## config.mk

```make
export PLATFORM = sky130hd
export DESIGN_NAME = ubx_time_message_checker_top
export DESIGN_NICKNAME = d
export VERILOG_FILES = /design/src/design/ubxtmc_pkg.sv /design/src/design/ubxtmc_regs.sv /design/src/design/ubxtmc_frame.sv /design/src/design/ubxtmc_out_buf.sv /design/src/design/ubx_time_message_checker_top.sv
export SDC_FILE = /design/constraint.sdc
export NUM_CORES = 1
export LEC_CHECK = 0
export BUFFER_PORTS_ARGS = -buffer_cell sky130_fd_sc_hd__buf_2
export CORE_MARGIN = 2
export CORE_UTILIZATION = 39
export CTS_CLUSTER_DIAMETER = 150
export DETAILED_ROUTE_END_ITERATION = 10
export MAX_ROUTING_LAYER = met4
export PLACE_DENSITY = 0.56
export SYNTH_ARGS = -nofsm -noshare
export SYNTH_HDL_FRONTEND = slang
export SYNTH_SLANG_ARGS = --single-unit
```

## constraint.sdc

```tcl
create_clock -name aclk -period 6.1 [get_ports aclk]
set_input_delay 1.22 -clock aclk [delete_from_list [all_inputs] [get_ports aclk]]
set_output_delay 1.22 -clock aclk [all_outputs]
set_load 0.03 [all_outputs]
```

## src/design/ubxtmc_pkg.sv

```systemverilog
// Shared types and constants for the UBX time message checker.
// No dependencies; every module of the checker imports this package.
`timescale 1ns / 1ps

package ubxtmc_pkg;

    localparam int CFG_ADDR_W = 4;
    localparam int CFG_DATA_W = 32;

    // Register indexes (byte address divided by four).
    localparam logic [1:0] REG_CLASS  = 2'd0;
    localparam logic [1:0] REG_ID     = 2'd1;
    localparam logic [1:0] REG_LENGTH = 2'd2;

    localparam logic [7:0]  CLASS_RESET  = 8'd13;
    localparam logic [7:0]  ID_RESET     = 8'd18;
    localparam logic [15:0] LENGTH_RESET = 16'd56;

    // Result status codes.
    localparam logic [2:0] ST_OK       = 3'd0;
    localparam logic [2:0] ST_LENGTH   = 3'd1;
    localparam logic [2:0] ST_MONTH    = 3'd2;
    localparam logic [2:0] ST_DAY      = 3'd3;
    localparam logic [2:0] ST_HOUR     = 3'd4;
    localparam logic [2:0] ST_MINUTE   = 3'd5;
    localparam logic [2:0] ST_SECOND   = 3'd6;
    localparam logic [2:0] ST_CHECKSUM = 3'd7;

    // Payload byte positions of the captured fields.
    localparam logic [15:0] POS_YEAR_LO = 16'd8;
    localparam logic [15:0] POS_YEAR_HI = 16'd9;
    localparam logic [15:0] POS_MONTH   = 16'd10;
    localparam logic [15:0] POS_DAY     = 16'd11;
    localparam logic [15:0] POS_HOUR    = 16'd12;
    localparam logic [15:0] POS_MINUTE  = 16'd13;
    localparam logic [15:0] POS_SECOND  = 16'd14;

    typedef struct packed {
        logic [7:0]  message_class;
        logic [7:0]  message_id;
        logic [15:0] expected_length;
    } cfg_t;

    typedef struct packed {
        logic [2:0]  status;
        logic [15:0] year;
        logic [7:0]  month;
        logic [7:0]  day;
        logic [7:0]  hour;
        logic [7:0]  minute;
        logic [7:0]  second;
    } result_t;

endpackage

```

## src/design/ubxtmc_regs.sv

```systemverilog
// APB configuration registers of the UBX time message checker.
// Depends on ubxtmc_pkg for register indexes, reset values and cfg_t.
`timescale 1ns / 1ps

module ubxtmc_regs import ubxtmc_pkg::*; (
    input  logic                  aclk,
    input  logic                  aresetn,
    input  logic                  psel,
    input  logic                  penable,
    input  logic                  pwrite,
    input  logic [CFG_ADDR_W-1:0] paddr,
    input  logic [CFG_DATA_W-1:0] pwdata,
    output logic [CFG_DATA_W-1:0] prdata,
    output logic                  pready,
    output cfg_t                  cfg
);

    logic [7:0]  class_reg;
    logic [7:0]  id_reg;
    logic [15:0] length_reg;
    logic        wr_en;
    logic [1:0]  reg_index;

    assign pready    = 1'b1;
    assign wr_en     = psel & penable & pwrite & pready;
    assign reg_index = paddr[3:2];

    always_ff @(posedge aclk) begin
        if (!aresetn) begin
            class_reg  <= CLASS_RESET;
            id_reg     <= ID_RESET;
            length_reg <= LENGTH_RESET;
        end else if (wr_en) begin
            unique case (reg_index)
                REG_CLASS:  class_reg  <= pwdata[7:0];
                REG_ID:     id_reg     <= pwdata[7:0];
                REG_LENGTH: length_reg <= pwdata[15:0];
                default: ;
            endcase
        end
    end

    always_comb begin
        unique case (reg_index)
            REG_CLASS:  prdata = {24'd0, class_reg};
            REG_ID:     prdata = {24'd0, id_reg};
            REG_LENGTH: prdata = {16'd0, length_reg};
            default:    prdata = '0;
        endcase
    end

    assign cfg.message_class   = class_reg;
    assign cfg.message_id      = id_reg;
    assign cfg.expected_length = length_reg;

endmodule

```

## src/design/ubxtmc_frame.sv

```systemverilog
// Frame tracker: phase, byte counter, Fletcher sums, field captures and result decision.
// Depends on ubxtmc_pkg for cfg_t, result_t, status codes and field positions.
`timescale 1ns / 1ps

module ubxtmc_frame import ubxtmc_pkg::*; (
    input  logic       aclk,
    input  logic       aresetn,
    input  logic       in_fire,
    input  logic [7:0] data_byte,
    input  logic       frame_start,
    input  cfg_t       cfg,
    output logic       emit,
    output result_t    emit_data
);

    localparam logic [2:0] PH_IDLE    = 3'd0;
    localparam logic [2:0] PH_LEN_HI  = 3'd1;
    localparam logic [2:0] PH_PAYLOAD = 3'd2;
    localparam logic [2:0] PH_CK_A    = 3'd3;
    localparam logic [2:0] PH_CK_B    = 3'd4;

    logic [2:0]  phase_reg, phase_next;
    logic [15:0] pos_reg, pos_next;
    logic [15:0] dlen_reg, dlen_next;
    logic [7:0]  sum_a_reg, sum_a_next;
    logic [7:0]  sum_b_reg, sum_b_next;
    logic [15:0] year_reg, year_next;
    logic [7:0]  month_reg, month_next;
    logic [7:0]  day_reg, day_next;
    logic [7:0]  hour_reg, hour_next;
    logic [7:0]  minute_reg, minute_next;
    logic [7:0]  second_reg, second_next;
    logic [7:0]  cka_reg, cka_next;

    logic [7:0]  seed_a2, seed_b2;
    logic [7:0]  add_a, add_b;
    logic [15:0] dlen_full;
    logic [16:0] pos_inc;
    logic [2:0]  check_status;

    // Sums after class and id, then one more byte folded in.
    assign seed_a2   = cfg.message_class + cfg.message_id;
    assign seed_b2   = cfg.message_class + seed_a2;
    assign add_a     = sum_a_reg + data_byte;
    assign add_b     = sum_b_reg + add_a;
    assign dlen_full = {data_byte, dlen_reg[7:0]};
    assign pos_inc   = {1'b0, pos_reg} + 17'd1;

    always_comb begin
        if (month_reg < 8'd1 || month_reg > 8'd12) begin
            check_status = ST_MONTH;
        end else if (day_reg < 8'd1 || day_reg > 8'd31) begin
            check_status = ST_DAY;
        end else if (hour_reg > 8'd23) begin
            check_status = ST_HOUR;
        end else if (minute_reg > 8'd59) begin
            check_status = ST_MINUTE;
        end else if (second_reg > 8'd59) begin
            check_status = ST_SECOND;
        end else if (cka_reg != sum_a_reg || data_byte != sum_b_reg) begin
            check_status = ST_CHECKSUM;
        end else begin
            check_status = ST_OK;
        end
    end

    always_comb begin
        phase_next  = phase_reg;
        pos_next    = pos_reg;
        dlen_next   = dlen_reg;
        sum_a_next  = sum_a_reg;
        sum_b_next  = sum_b_reg;
        year_next   = year_reg;
        month_next  = month_reg;
        day_next    = day_reg;
        hour_next   = hour_reg;
        minute_next = minute_reg;
        second_next = second_reg;
        cka_next    = cka_reg;
        emit        = 1'b0;
        emit_data.status = ST_OK;
        // Captures do not change in the phases that emit, so the stored values go out.
        emit_data.year   = year_reg;
        emit_data.month  = month_reg;
        emit_data.day    = day_reg;
        emit_data.hour   = hour_reg;
        emit_data.minute = minute_reg;
        emit_data.second = second_reg;

        if (in_fire) begin
            if (frame_start) begin
                // A start mark always opens a new frame and drops any frame in progress.
                sum_a_next  = seed_a2 + data_byte;
                sum_b_next  = seed_b2 + sum_a_next;
                dlen_next   = {8'd0, data_byte};
                pos_next    = '0;
                year_next   = '0;
                month_next  = '0;
                day_next    = '0;
                hour_next   = '0;
                minute_next = '0;
                second_next = '0;
                cka_next    = '0;
                phase_next  = PH_LEN_HI;
            end else begin
                unique case (phase_reg)
                    PH_LEN_HI: begin
                        dlen_next  = dlen_full;
                        sum_a_next = add_a;
                        sum_b_next = add_b;
                        pos_next   = '0;
                        if (dlen_full != cfg.expected_length) begin
                            phase_next       = PH_IDLE;
                            emit             = 1'b1;
                            emit_data.status = ST_LENGTH;
                        end else if (dlen_full == 16'd0) begin
                            phase_next = PH_CK_A;
                        end else begin
                            phase_next = PH_PAYLOAD;
                        end
                    end
                    PH_PAYLOAD: begin
                        sum_a_next = add_a;
                        sum_b_next = add_b;
                        case (pos_reg)
                            POS_YEAR_LO: year_next[7:0]  = data_byte;
                            POS_YEAR_HI: year_next[15:8] = data_byte;
                            POS_MONTH:   month_next      = data_byte;
                            POS_DAY:     day_next        = data_byte;
                            POS_HOUR:    hour_next       = data_byte;
                            POS_MINUTE:  minute_next     = data_byte;
                            POS_SECOND:  second_next     = data_byte;
                            default: ;
                        endcase
                        if (pos_inc >= {1'b0, dlen_reg}) begin
                            phase_next = PH_CK_A;
                        end
                        pos_next = pos_inc[15:0];
                    end
                    PH_CK_A: begin
                        cka_next   = data_byte;
                        phase_next = PH_CK_B;
                    end
                    PH_CK_B: begin
                        phase_next       = PH_IDLE;
                        emit             = 1'b1;
                        emit_data.status = check_status;
                    end
                    default: begin
                        phase_next = PH_IDLE;
                    end
                endcase
            end
        end
    end

    always_ff @(posedge aclk) begin
        if (!aresetn) begin
            phase_reg <= PH_IDLE;
        end else begin
            phase_reg <= phase_next;
        end
    end

    always_ff @(posedge aclk) begin
        pos_reg    <= pos_next;
        dlen_reg   <= dlen_next;
        sum_a_reg  <= sum_a_next;
        sum_b_reg  <= sum_b_next;
        year_reg   <= year_next;
        month_reg  <= month_next;
        day_reg    <= day_next;
        hour_reg   <= hour_next;
        minute_reg <= minute_next;
        second_reg <= second_next;
        cka_reg    <= cka_next;
    end

endmodule

```

## src/design/ubxtmc_out_buf.sv

```systemverilog
// Two-entry result buffer: output register plus skid register.
// Depends on ubxtmc_pkg for result_t.
`timescale 1ns / 1ps

module ubxtmc_out_buf import ubxtmc_pkg::*; (
    input  logic    aclk,
    input  logic    aresetn,
    input  logic    push,
    input  result_t push_data,
    output logic    can_accept,
    output logic    out_valid,
    input  logic    out_ready,
    output result_t out_data
);

    logic    main_valid_reg, main_valid_next;
    logic    skid_valid_reg, skid_valid_next;
    result_t main_reg, main_next;
    result_t skid_reg, skid_next;
    logic    pop;

    assign pop        = main_valid_reg & out_ready;
    // With the skid entry free there is always room for the word of one more byte.
    assign can_accept = !skid_valid_reg;
    assign out_valid  = main_valid_reg;
    assign out_data   = main_reg;

    always_comb begin
        main_valid_next = main_valid_reg;
        skid_valid_next = skid_valid_reg;
        main_next       = main_reg;
        skid_next       = skid_reg;
        if (main_valid_reg && !pop) begin
            if (push) begin
                skid_next       = push_data;
                skid_valid_next = 1'b1;
            end
        end else if (skid_valid_reg) begin
            main_next       = skid_reg;
            main_valid_next = 1'b1;
            skid_valid_next = 1'b0;
        end else begin
            main_next       = push_data;
            main_valid_next = push;
        end
    end

    always_ff @(posedge aclk) begin
        if (!aresetn) begin
            main_valid_reg <= 1'b0;
            skid_valid_reg <= 1'b0;
        end else begin
            main_valid_reg <= main_valid_next;
            skid_valid_reg <= skid_valid_next;
        end
    end

    always_ff @(posedge aclk) begin
        main_reg <= main_next;
        skid_reg <= skid_next;
    end

endmodule

```

## src/design/ubx_time_message_checker_top.sv

```systemverilog
// UBX time message checker: one frame byte per word, at most one result word per frame.
// One byte per cycle while s_tready is high; the tracker updates all its state per byte.
// The result of the byte that closes a frame is registered in the output buffer.
// A two-entry output buffer keeps s_tready high while one result waits on m_tready.
// Reset (aresetn low, synchronous) idles the tracker, empties the buffer, restores registers.
`timescale 1ns / 1ps

module ubx_time_message_checker_top import ubxtmc_pkg::*; (
    input  logic                  aclk,
    input  logic                  aresetn,
    input  logic                  s_tvalid,
    output logic                  s_tready,
    input  logic [7:0]            s_tdata,   // [7:0] data_byte
    input  logic                  s_tuser,   // [0] frame_start
    output logic                  m_tvalid,
    input  logic                  m_tready,
    // [15:0] year, [23:16] month, [31:24] day, [39:32] hour, [47:40] minute, [55:48] second
    output logic [55:0]           m_tdata,
    output logic [2:0]            m_tuser,   // [2:0] status
    input  logic                  psel,
    input  logic                  penable,
    input  logic                  pwrite,
    input  logic [CFG_ADDR_W-1:0] paddr,
    input  logic [CFG_DATA_W-1:0] pwdata,
    output logic [CFG_DATA_W-1:0] prdata,
    output logic                  pready
);

    cfg_t    cfg;
    result_t emit_data;
    result_t out_data;
    logic    emit;
    logic    in_fire;

    assign in_fire = s_tvalid & s_tready;

    ubxtmc_regs u_regs (
        .aclk    (aclk),
        .aresetn (aresetn),
        .psel    (psel),
        .penable (penable),
        .pwrite  (pwrite),
        .paddr   (paddr),
        .pwdata  (pwdata),
        .prdata  (prdata),
        .pready  (pready),
        .cfg     (cfg)
    );

    ubxtmc_frame u_frame (
        .aclk        (aclk),
        .aresetn     (aresetn),
        .in_fire     (in_fire),
        .data_byte   (s_tdata),
        .frame_start (s_tuser),
        .cfg         (cfg),
        .emit        (emit),
        .emit_data   (emit_data)
    );

    ubxtmc_out_buf u_out_buf (
        .aclk       (aclk),
        .aresetn    (aresetn),
        .push       (emit),
        .push_data  (emit_data),
        .can_accept (s_tready),
        .out_valid  (m_tvalid),
        .out_ready  (m_tready),
        .out_data   (out_data)
    );

    assign m_tuser = out_data.status;
    assign m_tdata = {out_data.second, out_data.minute, out_data.hour,
                      out_data.day, out_data.month, out_data.year};

endmodule

```

Word level (Yosys, flattened, before mapping) --
Cells that the tools add are included.
Storage, ports and cells: bits in latches 0, bits in registers 267, memory bits (read-only) 0, bits of input ports 52, memory bits (writable) 0, output and inout port bits 94, memories 0, logic and storage cells 151
Operators by class: add/subtract/negate cells 7, div/mod/pow operators 0, reductions and logical operators 39, equality and inequality tests 17, muxes and demuxes 43, bitwise operators 4, multipliers 0, shift operators 0, order comparisons 8
Operators with widths (count):
- 8-bit 2-to-1 mux | 18
- 16-bit by 4-bit equality test with 1-bit output (second input constant) | 7
- 59-bit 2-to-1 mux | 1
- 8-bit adder | 6
- 16-bit one-hot mux with 3 select lines | 1
- 3-bit 2-to-1 mux | 11
- 16-bit 2-to-1 mux | 2
- 16-bit one-hot mux with 2 select lines | 1
- 2-bit AND reduction | 11
- 2-bit nonzero test | 11
- 3-bit AND reduction | 7
- 16-bit by 1-bit adder with 17-bit output (second input constant) | 1
- 17-bit by 16-bit >= comparator with 1-bit output | 1
- 8-bit by 5-bit greater-than comparator with 1-bit output (second input constant) | 2
- 8-bit by 6-bit greater-than comparator with 1-bit output (second input constant) | 2
- 16-bit logical NOT | 1
- 8-bit by 1-bit < comparator with 1-bit output (second input constant) | 2
- 16-bit != test | 1
- 8-bit != test | 2
- 3-bit one-hot mux with 3 select lines | 1
- 8-bit by 4-bit greater-than comparator with 1-bit output (second input constant) | 1
- 3-bit by 2-bit equality test with 1-bit output (second input constant) | 2
- 1-bit 2-to-1 mux | 6
- 3-bit one-hot mux with 2 select lines | 1
- other kinds (13) | 19

Depth between registers and ports, before layout --
Gate-level depths: netlist of run 1.
word-level depth 12, mapped depth 19, mapped depth without buffers 19

By module --
From an unflattened synthesis of run 1, not the netlist that was laid out.
Second synthesis, totals: cells, all modules 963, area total of the unflattened synthesis 13110.1 um2
Modules (own cells, without submodules):
- ubxtmc_frame | seq. area each 3423.3 um2, cells each 578, instances 1, area each 6807.8 um2
- ubxtmc_out_buf | seq. area each 3583.4 um2, cells each 193, instances 1, area each 4640.7 um2
- ubxtmc_regs | seq. area each 640.6 um2, cells each 191, instances 1, area each 1655.3 um2
- ubx_time_message_checker_top | seq. area each 0.0 um2, cells each 1, instances 1, area each 6.3 um2

Worst setup path before layout of run 1 --
No wires, ideal clock.
path kind input -> register, from in m_tready, to reg u_out_buf.skid_reg[0] (netlist bit) (enable), cell stages on the path 2, required time 5.623 ns, setup slack 0.305 ns, data arrival time 5.318 ns, library setup time 0.477 ns, path buffers 0, cells stage by stage nand2b_1 -> nor2_1
On the way: cells in the longest elaborated chain, start to end 4
Ends and longest elaborated chain:
- start: declaration | line ubx_time_message_checker_top.sv:16 | input logic m_tready,
- 1-bit AND | line ubxtmc_out_buf.sv:22 | assign pop = main_valid_reg & out_ready;
- 1-bit logical NOT | line ubxtmc_out_buf.sv:33 | if (main_valid_reg && !pop) begin
- 1-bit logical AND | line ubxtmc_out_buf.sv:33
- 2-bit AND reduction (no line)
- end signal: assignment | line ubxtmc_out_buf.sv:60 | skid_reg <= skid_next;
- end: declaration | line ubxtmc_out_buf.sv:19 | result_t skid_reg, skid_next;
No other way between the ends. A chain may end at the register's enable or synchronous reset.

Final worst setup path of run 1 --
from reg u_regs.class_reg[0], to reg u_frame.sum_b_reg[7] (data pin)
On the way: cells in the longest elaborated chain, start to end 4, elaborated cells between the ends (all ways) 5, those cells by class add/sub: 4; mux: 1
Ends and longest elaborated chain:
- start: declaration | line ubxtmc_regs.sv:18 | logic [7:0] class_reg;
- start signal: assignment | line ubxtmc_regs.sv:35 | REG_CLASS: class_reg <= pwdata[7:0];
- 8-bit adder | line ubxtmc_frame.sv:42 | assign seed_a2 = cfg.message_class + cfg.message_id;
- 8-bit adder, on equally long branches | line ubxtmc_frame.sv:43, ubxtmc_frame.sv:93
- 8-bit adder (*) | line ubxtmc_frame.sv:94 | sum_b_next = seed_b2 + sum_a_next;
- 8-bit 2-to-1 mux (*) | line ubxtmc_frame.sv:91 | if (frame_start) begin
- end signal: assignment | line ubxtmc_frame.sv:169 | sum_b_reg <= sum_b_next;
- end: declaration | line ubxtmc_frame.sv:26 | logic [7:0] sum_b_reg, sum_b_next;
Every way passes the cells marked *; elsewhere a longest branch is shown, timed or not.

==> flow_metrics.py, run 1 <==
metrics = {
    "placed_design": {
        "place.gp.congestion": 0.8102,
        "dp_hpwl_mm": 17.99,
        "numPortBuffers": 110,
    },
    "worst_setup_path": {
        "critical_path_class": "reg -> reg",
        "cpLargestDelayFamily": "adder cells",
        "path_cells": "ha_1, fa_1, xor2_1, ha_1, nor2b_1, o21ai_0, nand2b_1, a21o_1, a21oi_1, xor2_1, fa_1, inv_1, ha_1, and3_1, a211oi_1, o211ai_1, xnor2_1, nand2_1, o21ai_0",
        "cp-end-kind": "flop",
        "path_common_cell": "ha_1",
        "slowest_stage": "fa_1",
        "cp_max_fo": 5,
        "cp.required_ns": 6.38,
        "r2r_cells": 19,
        "start_kind": "flop",
        "worstPathArrival_ns": 4.73,
        "crit_buf_inv": 1,
        "max_stage_delay_ns": 0.46,
        "cp.depth": 19,
    },
    "cts": {
        "cts_tree": "done",
        "cts.sink_count": 267,
        "path_clk_slew_ns": 0.06,
        "clk_latency_ns": 0.55,
        "cts_root_buf": "clkbuf_16",
        "cts_setup_buffers": 0,
        "holdBufCountCts": 0,
        "clock_path_buffers": 3,
        "cts_resized": 0,
        "cts_inserted_buffers": 29,
        "ctsHtreeMaxLevel": 1,
    },
    "routing": {
        "dr.first_iter.drc_count": 479,
        "drc_errors": 0,
        "vias_per_cell": 4.940,
        "wire_per_inst_um": 17.38,
        "vias": 7454,
        "ant_nets": 0,
        "wirelength_mm": 26.22,
        "dr.pass1.iters": 6,
    },
    "synthesis": {
        "synth.avg_cell_area_um2": 13.17,
        "netlist_area_um2": 12610,
        "yosys_warnings": 0,
        "ys_seq_elements": 267,
        "synth.top_cell.area_share": 0.5478,
        "synth_top_flop_cell": "edfxtp_1",
        "ys_seq_area_frac": 0.6066,
        "yosysTopAreaCell": "edfxtp_1",
        "synthArstFlopShare": 0,
        "syn_inst": 957,
        "ys_top_cells_by_area": "edfxtp_1, dfxtp_1, ha_1",
        "synth-edff-count": 230,
        "synth.distinct_cells": 61,
    },
    "grt": {
        "top_usage_layer": "met2",
        "grt_remaining_overflow": 0,
        "gr-usage-met3": 0.02100,
        "antenna_found_initial": 0,
        "grt_pass1_wl_mm": 40.80,
        "grt_pass1_vias": 7175,
        "grt_max_degree": 63,
        "grt_use_met2": 0.2364,
        "use_met1": 0.2340,
        "grtUsageTotal": 0.1595,
    },
    "finish": {
        "regArea_um2": 7649,
        "multi_input_comb_area_um2": 4586,
        "n_antenna_cell": 0,
        "final_nets": 1202,
        "layout-drive-gt1-share": 0.2222,
        "syn_to_final_growth_pct": 15.16,
        "num-fill-cells": 2889,
    },
    "power_and_ir_drop": {
        "power_per_cell_area_nw_per_um2": 301.7,
        "p_leak_uw": 0.005677,
        "peakVddDrop_mv": 0.2198,
    },
    "die": {
        "io_pins": 146,
        "start_util": 0.3975,
        "fp-row-count": 65,
        "chipWidth_um": 183.8,
        "die_h_um": 183.8,
        "die-area_um2": 33780,
        "core_um2": 31720,
    },
    "sta": {
        "max_freq_mhz": 225.2,
        "min_period_ns": 4.441,
        "finalMaxSlewViolations": 0,
        "hold_viol": 0,
        "finalCritPeriodShare": 0.7281,
        "fin_hold_ws_ns": 0.4474,
        "setup_viol": 0,
        "relSlewSlack": 0.2778,
        "rsz0062_at_grt": "no",
        "tightest_slew_ns": 1.081,
        "fin_skew_ns": 0.01390,
        "finalSetupTns_ns": 0,
    },
    "worst_hold_path": {
        "min_path_cells": 0,
        "hold_path_class": "reg -> reg",
    },
    "outcome": {
        "outcome": "finished clean",
    },
    "flow_run": {
        "maxCapViolCount": 0,
    },
}
path summary, 6_finish.rpt:
check	to	startpoint	slack [ns]
max	u_frame.sum_b_reg[7]	u_regs.class_reg[0]	1.66
min	u_out_buf.skid_reg[16]	u_frame.hour_reg[0]	0.45
max reg2reg	u_frame.sum_b_reg[7]	u_regs.class_reg[0]	1.66
min reg2reg	u_out_buf.skid_reg[16]	u_frame.hour_reg[0]	0.45
synth_stat cells (19+ instances only):
library cell	instances
a21boi_0	21
a21oi_1	27
nor2b_1	28
xnor2_1	54
nand2_1	83
dfxtp_1	37
mux2_2	59
nand4_1	19
o21ai_0	28
clkbuf_1	23
xor2_1	22
inv_1	57
ha_1	55
nor2_1	23
nand3_1	27
edfxtp_1	230
kinds of logic after synthesis:
family	after synthesis	share of synthesized area
compound gates	125	0.06421
xor+xnor	78	0.05587
fa+ha+maj	66	0.07205
buf+inv	100	0.03493
flops	267	0.6066
mux	75	0.06540
other cells	2	0.0005957
simple gates	244	0.1003
per-layer routing:
metal	wire length, um	vias up
met4	512	0
li1	-	3696
met1	12940	3554
met2	11580	171
met3	1180	33
met5	0	-
cells in the final DEF (no fill, tap or decap), drive strengths merged, types with 12 or more instances in the layout:
cell type and n:
o21ai 30, clkbuf 44, mux2i 16, conb 17, nor2b 28, nand2 84, nand3 27, a21o 13
nand4 19, nor2 24, buf 123, and2 12, ha 55, xnor2 55, dfxtp 37, a21boi 21
inv 61, edfxtp 230, xor2 22, mux2 59, a21oi 27
metrics by stage:
stage,worst slack [ns],std cells,instance area [um^2],power [uW],util
2_1_floorplan,0.3053,972,12660,2595,-
3_3_place_gp,1.338,1455,13600,2735,0.4289
3_5_place_dp,1.306,1455,13600,2740,0.4289
4_1_cts,1.620,1509,14520,4432,0.4577
5_1_grt,1.256,1509,14520,4572,0.4577
6_report,1.659,1509,14520,4380,0.4577
layout make-up:
type	count	share of cell area
tap	402	0.03465
clock buffer	44	0.05680
timing repair buffer	123	0.04464
sequential	267	0.5268
multi-input combinational	605	0.3159
clock inverter	10	0.006205
inverter	58	0.01500
worst reg2reg max path: stages, from the launching register on:
cell and delay (ns):
dfxtp_1 0.37, ha_1 0.23, fa_1 0.42, xor2_1 0.20, ha_1 0.34, nor2b_1 0.15, o21ai_0 0.14, nand2b_1 0.10
a21o_1 0.18, a21oi_1 0.16, xor2_1 0.30, fa_1 0.46, inv_1 0.07, ha_1 0.27, and3_1 0.18, a211oi_1 0.20
o211ai_1 0.13, xnor2_1 0.14, nand2_1 0.06, o21ai_0 0.07
report_power, final:
part           internal [uW]  leakage (uW)  switching, uW  total [uW]
combinational            249       0.00264            350         599
sequential              2060       0.00259           39.8        2100
clock                    979      0.000449            702        1680
Power figures use the tool's default switching activity.
==> run 2: changes to the inputs <==
==> constraint.sdc (replaced) <==
create_clock -name aclk -period 3.92 [get_ports aclk]
set_input_delay 0.784 -clock aclk [delete_from_list [all_inputs] [get_ports aclk]]
set_output_delay 0.784 -clock aclk [all_outputs]
set_load 0.03 [all_outputs]
==> run 2 against run 1 <==
  * The flow now finishes with violations (negative setup slack)
  * Worst setup slack got worse by 1.7 ns
  * Register-to-register slack worse by 1.7 ns
  * Hold slack gained 0.0019 ns
  * Final cell count grew 3.3%
  * Via count up 3.2%
  * Final area is 3.6% higher
  * Critical path type unchanged
  * Largest cell class unchanged
==> flow_metrics.py, run 2 (synthesis results as in run 1) <==
metrics = {
    "sta": {
        "fin_skew_ns": 0.007689,
        "min_period_ns": 3.945,
        "layout_setup_ws_ns": -0.02484,
        "relSlewSlack": 0.2773,
        "hold_viol": 0,
        "setup_viol": 1,
        "finalCritPeriodShare": 1.006,
        "finalSetupTns_ns": -0.02484,
        "tightest_slew_ns": 1.080,
        "finalMaxSlewViolations": 0,
        "rsz0062_at_grt": "yes",
        "max_freq_mhz": 253.5,
    },
    "finish": {
        "n_antenna_cell": 0,
        "final_cell_mix": "edfxtp_1, buf_2, nand2_1, buf_4, mux2_2",
        "layout-drive-gt1-share": 0.2714,
        "final_common_cell": "edfxtp_1",
        "syn_to_final_growth_pct": 19.32,
        "final_nets": 1251,
    },
    "worst_setup_path": {
        "critical_path_class": "reg -> reg",
        "r2r-start": "u_regs.id_reg[0]",
        "worstPathArrival_ns": 4.25,
        "r2r-end": "u_frame.sum_b_reg[7]",
        "endpoint": "u_frame.sum_b_reg[7]",
        "regToRegSetupSlack_ns": -0.02,
        "cp_max_fo": 3,
        "cp-end-kind": "flop",
        "start_kind": "flop",
        "r2r_cells": 19,
        "crit_start": "u_regs.id_reg[0]",
        "cp.required_ns": 4.22,
    },
    "cts": {
        "ctsHtreeMaxLevel": 1,
        "path_clk_slew_ns": 0.06,
        "cts_root_buf": "clkbuf_16",
        "clk_latency_ns": 0.56,
        "cts.sink_count": 267,
        "clock_path_buffers": 3,
        "cts_inserted_buffers": 30,
        "cts_tree": "done",
    },
    "outcome": {
        "outcome": "finished, violations left",
        "violations": "negative setup slack",
    },
    "power_and_ir_drop": {
        "p_comb_frac": 0.151,
        "intPower_uw": 5332,
        "power_per_cell_area_nw_per_um2": 473.8,
        "p_sw_frac": 0.2519,
        "clock_power_share": 0.391,
        "p_total_uw": 7128,
        "peakVddDrop_mv": 0.4453,
        "seq_power_share": 0.459,
        "power_switching_uw": 1796,
        "p_leak_uw": 0.005943,
    },
    "grt": {
        "grtUsageTotal": 0.1636,
        "antenna_found_initial": 0,
        "grt_pass1_wl_mm": 42.08,
        "grt_remaining_overflow": 0,
        "grt_max_degree": 62,
        "grt_pass1_vias": 7706,
    },
    "routing": {
        "vias": 7693,
        "ant_nets": 0,
        "vias_per_cell": 4.935,
        "drc_errors": 0,
        "dr.first_iter.drc_count": 389,
        "wire_per_inst_um": 17.21,
        "dr.pass1.iters": 4,
        "wirelength_mm": 26.84,
    },
    "die": {
        "io_pins": 146,
        "fp-row-count": 65,
        "core_um2": 31720,
        "die_h_um": 183.8,
        "chipWidth_um": 183.8,
        "die-area_um2": 33780,
        "start_util": 0.3975,
    },
    "worst_hold_path": {
        "hold_path_class": "reg -> reg",
    },
    "placed_design": {
        "numPortBuffers": 110,
        "place.gp.congestion": 0.8152,
        "dp_hpwl_mm": 18.51,
        "post-place-ws_ns": -0.1929,
    },
    "flow_run": {
        "maxCapViolCount": 0,
    },
}
## run 2: changes by cell type in the layout (fill, tap and decap cells not counted), sizes merged
cell,previous run,this run
buf,123,171
clkinvlp,0,2
clkbuf,44,33
inv,61,59
clkinv,6,17
bufinv,1,3
## run 2: repair_timing
action / in CTS / in global routing
buffers inserted: 7 / 2
hold buffers: 0 / 0
pin swaps: 19 / 10
gates resized for setup: 9 / 3
gates cloned: 0 / 0
endpoints found under the setup margin: 1 / 3
## run 2: worst min-delay path by stage
stage / from / end / slack [ns] / cells after the start
after global routing: u_frame.year_reg[1] / u_out_buf.skid_reg[41] / 0.46 / 0
after global placement: u_frame.year_reg[13] / u_out_buf.skid_reg[53] / 0.43 / 0
final: u_frame.year_reg[14] / u_out_buf.skid_reg[54] / 0.45 / 0
after floorplan: u_frame.second_reg[0] / u_out_buf.skid_reg[0] / 0.42 / 0
after detailed placement: u_frame.year_reg[14] / u_out_buf.skid_reg[54] / 0.43 / 0
after CTS: u_frame.year_reg[14] / u_out_buf.skid_reg[54] / 0.45 / 0
## run 2: area by class of cell
type	count	area (um^2)
Sequential cell	267	7651
Tap cell	402	503.0
Multi-Input combinational cell	605	4668
Fill cell	2889	16670
Inverter	58	217.7
Clock buffer	33	782.0
Timing Repair Buffer	171	1008
Clock inverter	23	212.7
## run 2: per-layer routing
| layer | vias up | global-route usage | wire length (um) |
|---|---|---|---|
| met4 | 0 | 0.04480 | 720 |
| met1 | 3668 | 0.2298 | 12960 |
| li1 | 3795 | - | - |
| met2 | 180 | 0.2501 | 11920 |
| met5 | - | - | 0 |
| met3 | 50 | 0.02239 | 1234 |
## run 2: critical path, cell delays in order, from the launching register on
cell	delay, ns
dfxtp_2	0.34
ha_4	0.16
fa_2	0.38
xor2_2	0.19
ha_1	0.31
nor2b_1	0.14
o21ai_1	0.11
nand2b_1	0.09
a21o_1	0.19
a21oi_2	0.16
xor2_2	0.18
fa_1	0.44
inv_2	0.09
ha_4	0.20
and3_1	0.17
a211oi_2	0.14
o211ai_1	0.13
xnor2_1	0.14
nand2_1	0.06
o21ai_1	0.06
## run 2: power groups by stage
stage	Combinational, uW	Clock [uW]	Sequential (uW)
2_1_floorplan	684	0	3360
3_3_place_gp	1000	0	3330
3_5_place_dp	1020	0	3330
4_1_cts	1060	2850	3270
5_1_grt	1210	2960	3280
6_report	1070	2780	3270
## run 2: through the flow
stage | cells | instance area, um^2 | util | hold WS, ns
detailed placement | 1494 | 13930 | 0.4391 | 0.4347
finish | 1559 | 15040 | 0.4743 | 0.4493
global route | 1559 | 15040 | 0.4743 | 0.4600
CTS | 1557 | 15010 | 0.4733 | 0.4494
global placement | 1494 | 13930 | 0.4391 | 0.4333
floorplan | 972 | 12700 | - | 0.4222
==> run 3: changes to the inputs <==
--- a/config.mk
+++ b/config.mk
@@ -11,7 +11,7 @@
 export CTS_CLUSTER_DIAMETER = 150
 export DETAILED_ROUTE_END_ITERATION = 10
 export MAX_ROUTING_LAYER = met4
-export PLACE_DENSITY = 0.56
+export PLACE_DENSITY = 0.54
 export SYNTH_ARGS = -nofsm -noshare
 export SYNTH_HDL_FRONTEND = slang
 export SYNTH_SLANG_ARGS = --single-unit
==> constraint.sdc (replaced) <==
create_clock -name aclk -period 3.96 [get_ports aclk]
set_input_delay 0.792 -clock aclk [delete_from_list [all_inputs] [get_ports aclk]]
set_output_delay 0.792 -clock aclk [all_outputs]
set_load 0.03 [all_outputs]
==> run 3 against run 2 <==
  * The flow now finishes without violations
  * Clock power down 6%
  * Non-clock buffer count unchanged
  * Global-route usage up 0.32 points
  * Hold slack worse by 0.0010 ns
  * Critical path depth up 3
  * Utilization down 0.13 points
  * Power down 3.3%
  * Flip-flop and latch count unchanged
  * Clock-buffer cell count up 8
  * Final cell count down 0.26%
  * Final area down 0.27%
  * Fmax up 0.99%
  * Critical endpoint unchanged
  * Largest cell class unchanged
==> flow_metrics.py, run 3 (synthesis results as in run 1) <==
metrics = {
    "outcome": {
        "outcome": "finished clean",
    },
    "routing": {
        "wire_per_inst_um": 17.48,
        "dr.first_iter.drc_count": 602,
        "vias": 7709,
        "dr.pass1.iters": 5,
        "vias_per_cell": 4.958,
        "drc_errors": 0,
        "ant_nets": 0,
        "wirelength_mm": 27.18,
    },
    "cts": {
        "cts.sink_count": 267,
        "clk_latency_ns": 0.58,
        "ctsHtreeMaxLevel": 1,
        "holdBufCountCts": 0,
        "cts_tree": "done",
        "cts_inserted_buffers": 30,
        "cts_root_buf": "clkbuf_16",
        "clock_path_buffers": 3,
        "path_clk_slew_ns": 0.06,
    },
    "finish": {
        "syn_to_final_growth_pct": 19.01,
        "layout-drive-gt1-share": 0.2741,
        "multi_input_comb_area_um2": 4692,
        "n_antenna_cell": 0,
        "final_common_cell": "edfxtp_1",
        "regArea_um2": 7654,
        "num-fill-cells": 2845,
        "final_cell_mix": "edfxtp_1, buf_2, nand2_1, buf_4, mux2_2",
        "utilization": 0.4730,
        "final_nets": 1251,
    },
    "die": {
        "die-area_um2": 33780,
        "start_util": 0.3975,
        "core_um2": 31720,
        "chipWidth_um": 183.8,
        "fp-row-count": 65,
        "io_pins": 146,
        "die_h_um": 183.8,
    },
    "worst_setup_path": {
        "cpLargestDelayFamily": "buffers and inverters",
        "start_kind": "flop",
        "path_common_cell": "buf_4",
        "critical_path_class": "reg -> reg",
        "path_cells": "ha_4, fa_2, a21o_1, a21oi_2, xnor2_2, ha_4, nand3_4, buf_4, buf_4, buf_4, buf_4, buf_4, buf_4, buf_4, buf_4, o2111ai_1, o211ai_1, xnor2_2, buf_4, xnor2_1, nand2_1, o21ai_1",
        "max_stage_delay_ns": 0.36,
        "cp_max_fo": 5,
        "cp.required_ns": 4.27,
        "cp-end-kind": "flop",
        "crit_buf_inv": 9,
        "slowest_stage": "fa_2",
        "worstPathArrival_ns": 4.22,
    },
    "sta": {
        "finalSetupTns_ns": 0,
        "finalCritPeriodShare": 0.9864,
        "setup_viol": 0,
        "max_freq_mhz": 256.0,
        "rsz0062_at_grt": "yes",
        "fin_skew_ns": 0.02028,
        "min_period_ns": 3.906,
        "fin_hold_ws_ns": 0.4482,
        "hold_viol": 0,
        "tightest_slew_ns": 1.128,
        "finalMaxSlewViolations": 0,
        "relSlewSlack": 0.2465,
    },
    "placed_design": {
        "place.gp.congestion": 0.7885,
        "dp_hpwl_mm": 18.70,
        "numPortBuffers": 110,
    },
    "grt": {
        "antenna_found_initial": 0,
        "grt_max_degree": 62,
        "gr-usage-met3": 0.02298,
        "grt_pass1_vias": 7657,
        "grt_pass1_wl_mm": 42.60,
        "grt_use_met2": 0.2568,
        "top_usage_layer": "met2",
        "grtUsageTotal": 0.1668,
        "use_met1": 0.2315,
        "grt_remaining_overflow": 0,
    },
    "flow_run": {
        "maxCapViolCount": 0,
    },
    "power_and_ir_drop": {
        "p_leak_uw": 0.005923,
        "p_total_uw": 6893,
        "power_per_cell_area_nw_per_um2": 459.4,
        "peakVddDrop_mv": 0.3130,
    },
    "worst_hold_path": {
        "hold_path_class": "reg -> reg",
    },
}
-- run 3: timing repair --
action | 4_1_cts | 5_1_grt
setup buffers | 13 | 0
setup endpoints to repair | 1 | 4
gates resized for setup | 11 | 10
pin swaps | 24 | 19
-- run 3: final timing paths --
kind                                     startpoint                     end  slack (ns)  depth (start not counted)
worst max register to register     u_regs.id_reg[0]    u_frame.sum_b_reg[7]        0.05                         22
worst max-delay path               u_regs.id_reg[0]    u_frame.sum_b_reg[7]        0.05                         22
worst min register to register  u_frame.year_reg[2]  u_out_buf.skid_reg[42]        0.45                          0
worst min-delay path            u_frame.year_reg[2]  u_out_buf.skid_reg[42]        0.45                          0
-- run 3: per-stage QoR --
step	cells	area, um^2	worst slack [ns]
floorplan	972	12690	0.01663
global placement	1490	13890	-0.05422
detailed placement	1490	13890	-0.1566
CTS	1555	14960	-0.05269
global route	1555	15000	-0.1570
finish	1555	15000	0.05390
-- run 3: final cells by class --
type,instances,area share
clock buffers,41,0.05487
clock inverters,11,0.007005
inverters,58,0.01451
multi-input cells,605,0.3127
flip-flops and latches,267,0.5101
well taps,402,0.03353
repair buffers,171,0.06722
-- run 3: power breakdown --
group | switching, uW | internal, uW | total, uW
logic | 570 | 462 | 1030
clock network | 1110 | 1520 | 2620
registers | 62.1 | 3170 | 3240
total | 1740 | 5150 | 6890
-- run 3: metal layers --
metal	wire [um]	vias up
met5	0	-
met4	731	0
met3	1271	48
met2	12080	223
met1	13090	3640
li1	-	3798
